## src/hdl/sirf_pkg.sv

```systemverilog
`default_nettype none
package sirf_pkg;

   localparam int NumberWidth = 32;
   localparam int CharWidth   = 7;
   localparam int SymWidth    = 8;
   localparam int MaxSymbols  = 32;
   localparam int DigitWidth  = $clog2(MaxSymbols);
   localparam int CountWidth  = DigitWidth + 1;
   localparam int StepWidth   = $clog2(NumberWidth);
   localparam int CsrIdxWidth = 3;
   localparam int CsrWidth    = 64;
   localparam int SymRegs     = 4;
   localparam int SymPerReg   = CsrWidth / SymWidth;

   localparam logic [SymWidth-1:0] CharPlus  = 8'd43;
   localparam logic [SymWidth-1:0] CharMinus = 8'd45;
   localparam logic [SymWidth-1:0] PrintLow  = 8'd33;
   localparam logic [SymWidth-1:0] PrintHigh = 8'd126;
   localparam logic [CountWidth-1:0] MinRadix  = CountWidth'(2);
   localparam logic [CountWidth-1:0] MaxRadix  = CountWidth'(MaxSymbols);

   localparam logic [CsrIdxWidth-1:0] CsrDigitCount = 3'd0;
   localparam logic [CsrIdxWidth-1:0] CsrSym0       = 3'd1;
   localparam logic [CsrIdxWidth-1:0] CsrSym1       = 3'd2;
   localparam logic [CsrIdxWidth-1:0] CsrSym2       = 3'd3;
   localparam logic [CsrIdxWidth-1:0] CsrSym3       = 3'd4;

   typedef enum logic [2:0] {
      ST_IDLE,
      ST_CHECK,
      ST_SIGN,
      ST_DIV,
      ST_POP,
      ST_EMIT
   } state_type;

   typedef struct packed {
      logic load_in;
      logic chk_step;
      logic out_sign;
      logic div_step;
      logic pop;
      logic out_sym;
   } cmd_type;

   typedef struct packed {
      logic chk_fail;
      logic chk_done;
      logic neg;
      logic div_last;
      logic quo_next_zero;
      logic depth_zero;
      logic out_free;
   } sts_type;

endpackage
`default_nettype wire

```

## src/hdl/signed_integer_radix_formatter.sv

```systemverilog
// signed integer to text in a configurable radix
//
// csr_*: write channel, csr_index 0 sets digit_count (the radix), 1..4 set
//   the alphabet bytes, symbol 0 in the lowest byte; other indexes ignored.
//   writes are taken every cycle and belong only to idle periods.
// req_*: one 32-bit two's complement number per beat.
// rsp_*: one character per beat, minus sign first for a negative number,
//   then digits most significant first; rsp_last marks the final one.
//   an invalid alphabet yields no beats at all for that number.
// steps per number, with n alphabet symbols and d digits:
//   alphabet check one symbol at a time, optional sign, then a serial
//   restoring divider, one quotient bit per step, run once per digit (d
//   times), then per digit a pop of the digit stack and a load of the
//   output register, then back to idle, where the next number is taken.
// one number in flight; req_ready is high only while the block is idle.
// a stalled rsp holds its beat in the output register and the sequencer
//   waits; the final beat may still be pending while the next number
//   is accepted.
// reset clears the configuration registers (radix 0, so nothing is
//   formatted until configured) and drops any pending beat.
`default_nettype none
module signed_integer_radix_formatter
   import sirf_pkg::*;
(
   input  wire                    clock,
   input  wire                    reset,
   input  wire                    csr_valid,
   output logic                   csr_ready,
   input  wire  [CsrIdxWidth-1:0] csr_index,
   input  wire  [CsrWidth-1:0]    csr_wdata,
   input  wire                    req_valid,
   output logic                   req_ready,
   input  wire  [NumberWidth-1:0] req_number,
   output logic                   rsp_valid,
   input  wire                    rsp_ready,
   output logic [CharWidth-1:0]   rsp_character,
   output logic                   rsp_last
);

   cmd_type cmd;
   sts_type sts;

   assign csr_ready = 1'b1;

   sirf_ctrl u_ctrl (
      .clock     (clock),
      .reset     (reset),
      .req_valid (req_valid),
      .req_ready (req_ready),
      .sts       (sts),
      .cmd       (cmd)
   );

   sirf_dp u_dp (
      .clock         (clock),
      .reset         (reset),
      .csr_valid     (csr_valid),
      .csr_index     (csr_index),
      .csr_wdata     (csr_wdata),
      .req_number    (req_number),
      .rsp_ready     (rsp_ready),
      .cmd           (cmd),
      .sts           (sts),
      .rsp_valid     (rsp_valid),
      .rsp_character (rsp_character),
      .rsp_last      (rsp_last)
   );

endmodule
`default_nettype wire

```

## src/hdl/sirf_ctrl.sv

```systemverilog
`default_nettype none
module sirf_ctrl
   import sirf_pkg::*;
(
   input  wire     clock,
   input  wire     reset,
   input  wire     req_valid,
   output logic    req_ready,
   input  sts_type sts,
   output cmd_type cmd
);

   state_type state_ff, state_in;

   always_ff @(posedge clock) begin
      if (reset) begin
         state_ff <= ST_IDLE;
      end else begin
         state_ff <= state_in;
      end
   end

   always_comb begin
      state_in  = state_ff;
      cmd       = '0;
      req_ready = 1'b0;
      case (state_ff)
         ST_IDLE: begin
            req_ready = 1'b1;
            if (req_valid) begin
               cmd.load_in = 1'b1;
               state_in    = ST_CHECK;
            end
         end
         ST_CHECK: begin
            // one alphabet symbol per cycle, compared against all later ones
            if (sts.chk_fail) begin
               state_in = ST_IDLE;
            end else if (sts.chk_done) begin
               state_in = sts.neg ? ST_SIGN : ST_DIV;
            end else begin
               cmd.chk_step = 1'b1;
            end
         end
         ST_SIGN: begin
            if (sts.out_free) begin
               cmd.out_sign = 1'b1;
               state_in     = ST_DIV;
            end
         end
         ST_DIV: begin
            cmd.div_step = 1'b1;
            if (sts.div_last && sts.quo_next_zero) begin
               state_in = ST_POP;
            end
         end
         ST_POP: begin
            cmd.pop  = 1'b1;
            state_in = ST_EMIT;
         end
         ST_EMIT: begin
            if (sts.out_free) begin
               cmd.out_sym = 1'b1;
               state_in    = sts.depth_zero ? ST_IDLE : ST_POP;
            end
         end
         default: begin
            state_in = ST_IDLE;
         end
      endcase
   end

endmodule
`default_nettype wire

```

## src/hdl/sirf_dp.sv

```systemverilog
`default_nettype none
module sirf_dp
   import sirf_pkg::*;
(
   input  wire                    clock,
   input  wire                    reset,
   input  wire                    csr_valid,
   input  wire  [CsrIdxWidth-1:0] csr_index,
   input  wire  [CsrWidth-1:0]    csr_wdata,
   input  wire  [NumberWidth-1:0] req_number,
   input  wire                    rsp_ready,
   input  cmd_type                cmd,
   output sts_type                sts,
   output logic                   rsp_valid,
   output logic [CharWidth-1:0]   rsp_character,
   output logic                   rsp_last
);

   logic [CountWidth-1:0]         digit_count_ff;
   logic [SymRegs*CsrWidth-1:0]   sym_ff;

   logic                          neg_ff;
   logic [NumberWidth-1:0]        quo_ff;
   logic [DigitWidth-1:0]         rem_ff;
   logic [StepWidth-1:0]          bit_ff;
   logic [CountWidth-1:0]         depth_ff;
   logic [DigitWidth-1:0]         chk_idx_ff;
   logic [DigitWidth-1:0]         rd_data_ff;

   logic                          rsp_valid_ff;
   logic [CharWidth-1:0]          rsp_character_ff;
   logic                          rsp_last_ff;

   logic [DigitWidth-1:0]         stack_mem [MaxSymbols];

   logic [SymWidth-1:0]           sym_byte;
   logic [SymWidth-1:0]           out_byte;
   logic                          sym_bad;
   logic                          sym_dup;
   logic                          count_bad;
   logic [CountWidth-1:0]         rem_sh;
   logic [CountWidth-1:0]         rem_sub;
   logic                          rem_ge;
   logic [DigitWidth-1:0]         rem_next;
   logic [NumberWidth-1:0]        quo_next;
   logic [DigitWidth-1:0]         rd_addr;
   logic [NumberWidth-1:0]        mag;

   // configuration registers
   always_ff @(posedge clock) begin
      if (reset) begin
         digit_count_ff <= '0;
         sym_ff         <= '0;
      end else if (csr_valid) begin
         case (csr_index)
            CsrDigitCount: digit_count_ff <= csr_wdata[CountWidth-1:0];
            CsrSym0:       sym_ff[0*CsrWidth +: CsrWidth] <= csr_wdata;
            CsrSym1:       sym_ff[1*CsrWidth +: CsrWidth] <= csr_wdata;
            CsrSym2:       sym_ff[2*CsrWidth +: CsrWidth] <= csr_wdata;
            CsrSym3:       sym_ff[3*CsrWidth +: CsrWidth] <= csr_wdata;
            default: begin
            end
         endcase
      end
   end

   // symbol lookups: one for the alphabet check, one for the output
   assign sym_byte = sym_ff[{chk_idx_ff, 3'b000} +: SymWidth];
   assign out_byte = sym_ff[{rd_data_ff, 3'b000} +: SymWidth];

   assign count_bad = (digit_count_ff < MinRadix) || (digit_count_ff > MaxRadix);
   assign sym_bad   = (sym_byte == CharPlus) || (sym_byte == CharMinus) ||
                      (sym_byte < PrintLow) || (sym_byte > PrintHigh);

   always_comb begin
      sym_dup = 1'b0;
      for (int j = 0; j < MaxSymbols; j++) begin
         if ((CountWidth'(j) > {1'b0, chk_idx_ff}) && (CountWidth'(j) < digit_count_ff) &&
             (sym_ff[j*SymWidth +: SymWidth] == sym_byte)) begin
            sym_dup = 1'b1;
         end
      end
   end

   // restoring division, one quotient bit per cycle
   assign rem_sh   = {rem_ff, quo_ff[NumberWidth-1]};
   assign rem_ge   = rem_sh >= digit_count_ff;
   assign rem_sub  = rem_sh - digit_count_ff;
   assign rem_next = rem_ge ? rem_sub[DigitWidth-1:0] : rem_sh[DigitWidth-1:0];
   assign quo_next = {quo_ff[NumberWidth-2:0], rem_ge};

   assign rd_addr = DigitWidth'(depth_ff - CountWidth'(1));
   assign mag     = req_number[NumberWidth-1] ? (~req_number + NumberWidth'(1)) : req_number;

   always_ff @(posedge clock) begin
      if (cmd.load_in) begin
         neg_ff     <= req_number[NumberWidth-1];
         quo_ff     <= mag;
         rem_ff     <= '0;
         bit_ff     <= '0;
         depth_ff   <= '0;
         chk_idx_ff <= '0;
      end else begin
         if (cmd.chk_step) begin
            chk_idx_ff <= chk_idx_ff + DigitWidth'(1);
         end
         if (cmd.div_step) begin
            bit_ff <= bit_ff + StepWidth'(1);
            quo_ff <= quo_next;
            if (sts.div_last) begin
               rem_ff   <= '0;
               depth_ff <= depth_ff + CountWidth'(1);
            end else begin
               rem_ff <= rem_next;
            end
         end
         if (cmd.pop) begin
            depth_ff <= depth_ff - CountWidth'(1);
         end
      end
   end

   // digit stack, least significant digit pushed first
   always_ff @(posedge clock) begin
      if (cmd.div_step && sts.div_last) begin
         stack_mem[depth_ff[DigitWidth-1:0]] <= rem_next;
      end
      if (cmd.pop) begin
         rd_data_ff <= stack_mem[rd_addr];
      end
   end

   // output register
   always_ff @(posedge clock) begin
      if (reset) begin
         rsp_valid_ff <= 1'b0;
      end else if (cmd.out_sign || cmd.out_sym) begin
         rsp_valid_ff <= 1'b1;
      end else if (rsp_ready) begin
         rsp_valid_ff <= 1'b0;
      end
   end

   always_ff @(posedge clock) begin
      if (cmd.out_sign) begin
         rsp_character_ff <= CharMinus[CharWidth-1:0];
         rsp_last_ff      <= 1'b0;
      end else if (cmd.out_sym) begin
         rsp_character_ff <= out_byte[CharWidth-1:0];
         rsp_last_ff      <= sts.depth_zero;
      end
   end

   assign rsp_valid     = rsp_valid_ff;
   assign rsp_character = rsp_character_ff;
   assign rsp_last      = rsp_last_ff;

   always_comb begin
      sts.chk_fail      = count_bad || sym_bad || sym_dup;
      sts.chk_done      = {1'b0, chk_idx_ff} == (digit_count_ff - CountWidth'(1));
      sts.neg           = neg_ff;
      sts.div_last      = &bit_ff;
      sts.quo_next_zero = quo_next == '0;
      sts.depth_zero    = depth_ff == '0;
      sts.out_free      = !rsp_valid_ff || rsp_ready;
   end

endmodule
`default_nettype wire

```

## config.mk

```make
export PLATFORM = sky130hd
export DESIGN_NAME = signed_integer_radix_formatter
export DESIGN_NICKNAME = d
export VERILOG_FILES = /design/src/hdl/sirf_pkg.sv /design/src/hdl/signed_integer_radix_formatter.sv /design/src/hdl/sirf_ctrl.sv /design/src/hdl/sirf_dp.sv
export SDC_FILE = /design/constraint.sdc
export NUM_CORES = 1
export LEC_CHECK = 0
export BUFFER_PORTS_ARGS = -buffer_cell sky130_fd_sc_hd__buf_2
export CELL_PAD_IN_SITES_DETAIL_PLACEMENT = 0
export CELL_PAD_IN_SITES_GLOBAL_PLACEMENT = 1
export CORE_UTILIZATION = 40
export DETAILED_ROUTE_END_ITERATION = 10
export HOLD_SLACK_MARGIN = 0.1
export PLACE_DENSITY_LB_ADDON = 0.1
export SLEW_MARGIN = 15
export SYNTH_ARGS = -nofsm -noshare
export SYNTH_HDL_FRONTEND = slang
export SYNTH_SLANG_ARGS = --single-unit
```

## constraint.sdc

```tcl
create_clock -name clock -period 5 [get_ports clock]
set_input_delay 0.75 -clock clock [delete_from_list [all_inputs] [get_ports clock]]
set_output_delay 0.75 -clock clock [all_outputs]
set_load 0.02 [all_outputs]
```

==> results.rst <==
.. list-table::
   :header-rows: 1

   * - Metric
     - Value
   * - Run status
     - finished, final reports clean
   * - CTS clk-pin slew, worst paths
     - roughly 70 ps
   * - Routed vias
     - between 20000 and 25000
   * - Global Route met3 Usage
     - 0.03424
   * - Pin count of the biggest net entering global routing
     - about 140
   * - Number of buffer cells added on primary ports
     - approximately 110
   * - Resize count post-CTS
     - 0
   * - Maximum vdd ir drop
     - 0.3091 mV
   * - Utilization after layout
     - 0.4554
   * - Overall track demand over capacity in global routing
     - 0.3115
   * - Starting DRT DRC Count
     - approximately 2300
   * - Xor-xnor portion of the synthesized cell area
     - 0.09094
   * - Clock tree root buffer cell
     - sky130_fd_sc_hd__clkbuf_16
   * - Count of pins over their slew limit
     - 0
   * - Layer carrying the most global-route usage
     - met2
   * - Adder-Cell Fraction of Synth Area
     - 0.01045
   * - Hold EP
     - u_dp.sym_ff[14]
   * - Largest fanout on the critical path
     - 35
   * - Synthesized area divided by synthesized cell count
     - 9.819 um2
   * - Total die area
     - roughly 69000 um2
   * - Simple-Gate Fraction of Synth Area
     - 0.1517
   * - Most common library cells after synthesis
     - sky130_fd_sc_hd__nand2_1, sky130_fd_sc_hd__dfxtp_1, sky130_fd_sc_hd__a21oi_1
   * - Post-detailed-placement cell area
     - 28300 um2
   * - Number of instances in the synthesized netlist
     - 2756
   * - Most used flip-flop cell after synthesis
     - sky130_fd_sc_hd__dfxtp_1
   * - CTS Buffer Depth
     - 3
   * - Number of enable-type register cells in the synthesized netlist
     - ~200
   * - Met2 track demand over resource in global routing
     - 0.5288
   * - Pin slew with the least headroom to its limit
     - around 1200 ps
   * - Fin crit share
     - 0.9088
   * - Diodes inserted
     - 0
   * - Cell Area, Synth
     - 27060 um2
   * - Met1 Usage GRT
     - 0.4116
   * - Cell accounting for the most synthesized area
     - sky130_fd_sc_hd__edfxtp_1
   * - Layout area overhead
     - 11.61%
   * - Final setup viols
     - 0
   * - YS warnings
     - 0
   * - TritonCTS clock tree
     - built
   * - Final Cell Area
     - between 30000 and 40000 um2
   * - GRT overflow
     - 0
   * - Number of H-tree levels
     - 2
   * - Final min period
     - 4544 ps
   * - Synth Register Bits
     - just under 500
   * - Top post-synthesis cells by area
     - sky130_fd_sc_hd__edfxtp_1, sky130_fd_sc_hd__dfxtp_1, sky130_fd_sc_hd__mux4_2
   * - DRT Wirelength
     - around 110000 um
   * - Peak clock frequency supported by timing
     - between 200 and 250 MHz
   * - Core area
     - 66330 um2
   * - Combinational family with the most area after synthesis
     - multiplexers
   * - Top-level port count
     - around 120
   * - Worst-path cell chain
     - buf_4, buf_4, mux2i_1, o22ai_1, o21ai_0, nand4_1, buf_12, xor2_1, nor3_1, nand4_1, nand4_2, nor4_4, buf_4, nand3_2, mux2_4
   * - Routability congestion estimate from global placement
     - slightly above 1
   * - Max cap viols
     - 0
   * - RSZ-0062 raised after global routing
     - false
   * - Area share of the largest cell type after synthesis
     - 0.2197
   * - Clock Skews
     - around 60 ps
   * - Top delay family on crit path
     - simple AND/OR/NAND/NOR gates
   * - Num CTS Buffers
     - 55
   * - Endpoint of the worst-slack reg-to-reg timing path
     - u_dp.chk_idx_ff[1]
   * - Detailed placer's ending HPWL
     - 79580 um
   * - Vias per Instance
     - slightly below 6
   * - Post-synthesis cell type count
     - 76
   * - Final net count
     - 2923
   * - Final Power
     - around 9500 uW
   * - Cell depth of the worst flop-to-flop path
     - 15
   * - Hold buffers post-CTS
     - 0
   * - Data required time of the worst path
     - ~5500 ps
   * - Vert. Die Dim
     - 262.1 um
   * - Critical Path Max Stage Delay
     - roughly 750 ps
   * - Worst min-delay path startpoint
     - csr_wdata[14]
   * - Hold path depth
     - 3
   * - Share of layout cells above drive strength 1
     - 0.1539
   * - Synth Area in Compound Gates
     - 0.1103
   * - Worst slew slack as a fraction of its limit
     - 0.1881
   * - Part of the Yosys area used for sequential elements
     - 0.4379
   * - Final Hold Violating Endpoints
     - 0
   * - Worst Setup Start Kind
     - flip-flop
   * - Via count of the first global-routing pass
     - 21060
   * - Post-route DRC
     - 0
   * - Avg WL per Cell
     - roughly 29 um
   * - Antenna violations before repair
     - 3
   * - WS Path Type
     - flip-flop to flip-flop
   * - Number of routed nets with antenna violations
     - 0
   * - Later-pin clock latency in the skew report
     - 660 ps
   * - Die boundary width
     - roughly 260 um
   * - Library cell contributing the largest single delay on the critical path
     - sky130_fd_sc_hd__dfxtp_4
   * - Worst reg2reg setup slack
     - between 400 and 500 ps
   * - Critical register-to-register path startpoint
     - u_dp.chk_idx_ff[0]
   * - Number of buffers added for setup after CTS
     - 0
   * - Synth Net Count
     - around 2900
   * - Power Dens Cells
     - 313.8 nW/um2
   * - Post-Route Setup TNS
     - 0 ps
   * - Most repeated library cell on the critical path
     - sky130_fd_sc_hd__buf_4
   * - Async SR Flop Fraction
     - 0
   * - DRT Pass-1 Iters
     - 5
   * - Cell with the most instances after synthesis
     - sky130_fd_sc_hd__nand2_1
   * - Type of the tightest min-delay check
     - input pin to flip-flop
   * - Worst Path Arrival
     - approximately 5100 ps
   * - Mux cell area share after synthesis
     - 0.1547
   * - Initial Util
     - 0.4080
   * - Number of clock sinks
     - slightly below 500
   * - First-pass GRT wire length
     - 153200 um
   * - LEAKAGE
     - about 0.011 uW
   * - Number of cell rows
     - between 90 and 100
   * - WP buf/inv
     - 4
   * - Endpoint type of the worst setup path
     - flip-flop
-- flip-flops by register name, indices dropped and copies added (netlist names) --
signal,cells
u_dp.sym_ff,256
u_dp.stack_mem,160
u_dp.quo_ff,32
u_dp.rsp_character,7
u_dp.depth_ff,6
u_dp.digit_count_ff,6
u_dp.bit_ff,5
u_dp.chk_idx_ff,5
u_dp.rd_data_ff,5
u_dp.rem_ff,5
u_ctrl.state_ff,3
u_dp.neg_ff,1
u_dp.rsp_last,1
u_dp.rsp_valid,1
-- cells by family (layout without fill, tap and decap cells) --
group / after synthesis / count (layout)
and+or+nand+nor: 936 / 936
AOI/OAI and AO/OA: 530 / 530
DFF: 493 / 493
xor gates and xnor gates: 281 / 281
muxes: 267 / 267
buffers and inverters: 226 / 310
adders and majority gates: 22 / 22
other: 1 / 1
-- power by group --
part / leakage (uW) / switching [uW] / internal, uW
Sequential: 0.00421 / 118 / 4330
Combinational: 0.00561 / 549 / 249
Clock: 0.000929 / 1760 / 2470
-- cell usage in the layout, fill, tap and decap left out, types with 41 or more instances in the layout --
| master | n |
|---|---|
| sky130_fd_sc_hd__mux2i_1 | 139 |
| sky130_fd_sc_hd__edfxtp_1 | 198 |
| sky130_fd_sc_hd__o21ai_0 | 75 |
| sky130_fd_sc_hd__mux4_2 | 120 |
| sky130_fd_sc_hd__buf_4 | 68 |
| sky130_fd_sc_hd__nor4_1 | 45 |
| sky130_fd_sc_hd__o22ai_1 | 68 |
| sky130_fd_sc_hd__nand4_1 | 41 |
| sky130_fd_sc_hd__xnor2_1 | 58 |
| sky130_fd_sc_hd__nor2_1 | 112 |
| sky130_fd_sc_hd__clkbuf_16 | 56 |
| sky130_fd_sc_hd__a21oi_1 | 290 |
| sky130_fd_sc_hd__buf_2 | 112 |
| sky130_fd_sc_hd__dfxtp_1 | 293 |
| sky130_fd_sc_hd__nand2_1 | 605 |
| sky130_fd_sc_hd__xor2_1 | 223 |
-- per-stage QoR --
stage / cells / hold WS, ps / setup WS, ps
2_1_floorplan: 2756 / 435.7 / 1553
3_3_place_gp: 3604 / 450.8 / 549.5
3_5_place_dp: 3604 / 451.9 / 605.4
4_1_cts: 3704 / 319.2 / 609.0
5_1_grt: 3704 / 348.3 / 311.4
6_report: 3704 / 368.8 / 456.1
-- cell type report --
type	count	area, um2
fillers	6456	36130
multi-input cells	2037	14070
flip-flops and latches	493	11860
clock buffers	71	1518
repair buffers	187	1205
well taps	864	1081
clock inverters	29	387.9
inverters	23	86.33
-- per-layer routing --
| metal | vias up | routed length [um] | share of wire |
|---|---|---|---|
| li1 | 9945 | - | - |
| met5 | - | 0 | 0 |
| met1 | 11050 | 46160 | 0.43 |
| met3 | 178 | 5291 | 0.049 |
| met2 | 781 | 52300 | 0.49 |
| met4 | 0 | 3786 | 0.035 |
-- worst register-to-register path: stages, from the launching register on --
cell and delay (ps):
sky130_fd_sc_hd__dfxtp_4 750, sky130_fd_sc_hd__buf_4 380, sky130_fd_sc_hd__buf_4 170, sky130_fd_sc_hd__mux2i_1 330, sky130_fd_sc_hd__o22ai_1 140, sky130_fd_sc_hd__o21ai_0 200, sky130_fd_sc_hd__nand4_1 160, sky130_fd_sc_hd__buf_12 230
sky130_fd_sc_hd__xor2_1 440, sky130_fd_sc_hd__nor3_1 160, sky130_fd_sc_hd__nand4_1 230, sky130_fd_sc_hd__nand4_2 160, sky130_fd_sc_hd__nor4_4 420, sky130_fd_sc_hd__buf_4 230, sky130_fd_sc_hd__nand3_2 120, sky130_fd_sc_hd__mux2_4 330
-- how the worst max path moves through the flow --
| stage | startpoint | endpoint | depth (start not counted) |
|---|---|---|---|
| global placement | u_dp.chk_idx_ff[2] | u_dp.chk_idx_ff[1] | 14 |
| floorplan | u_dp.depth_ff[0] | u_dp.rd_data_ff[0] | 9 |
| detailed placement | u_dp.chk_idx_ff[0] | u_dp.chk_idx_ff[1] | 15 |
| finish | u_dp.chk_idx_ff[0] | u_dp.chk_idx_ff[1] | 15 |
| global route | u_dp.chk_idx_ff[1] | u_dp.chk_idx_ff[1] | 13 |
| CTS | u_dp.chk_idx_ff[1] | u_dp.chk_idx_ff[1] | 14 |
Note: power is estimated with default switching activity, not from simulation.
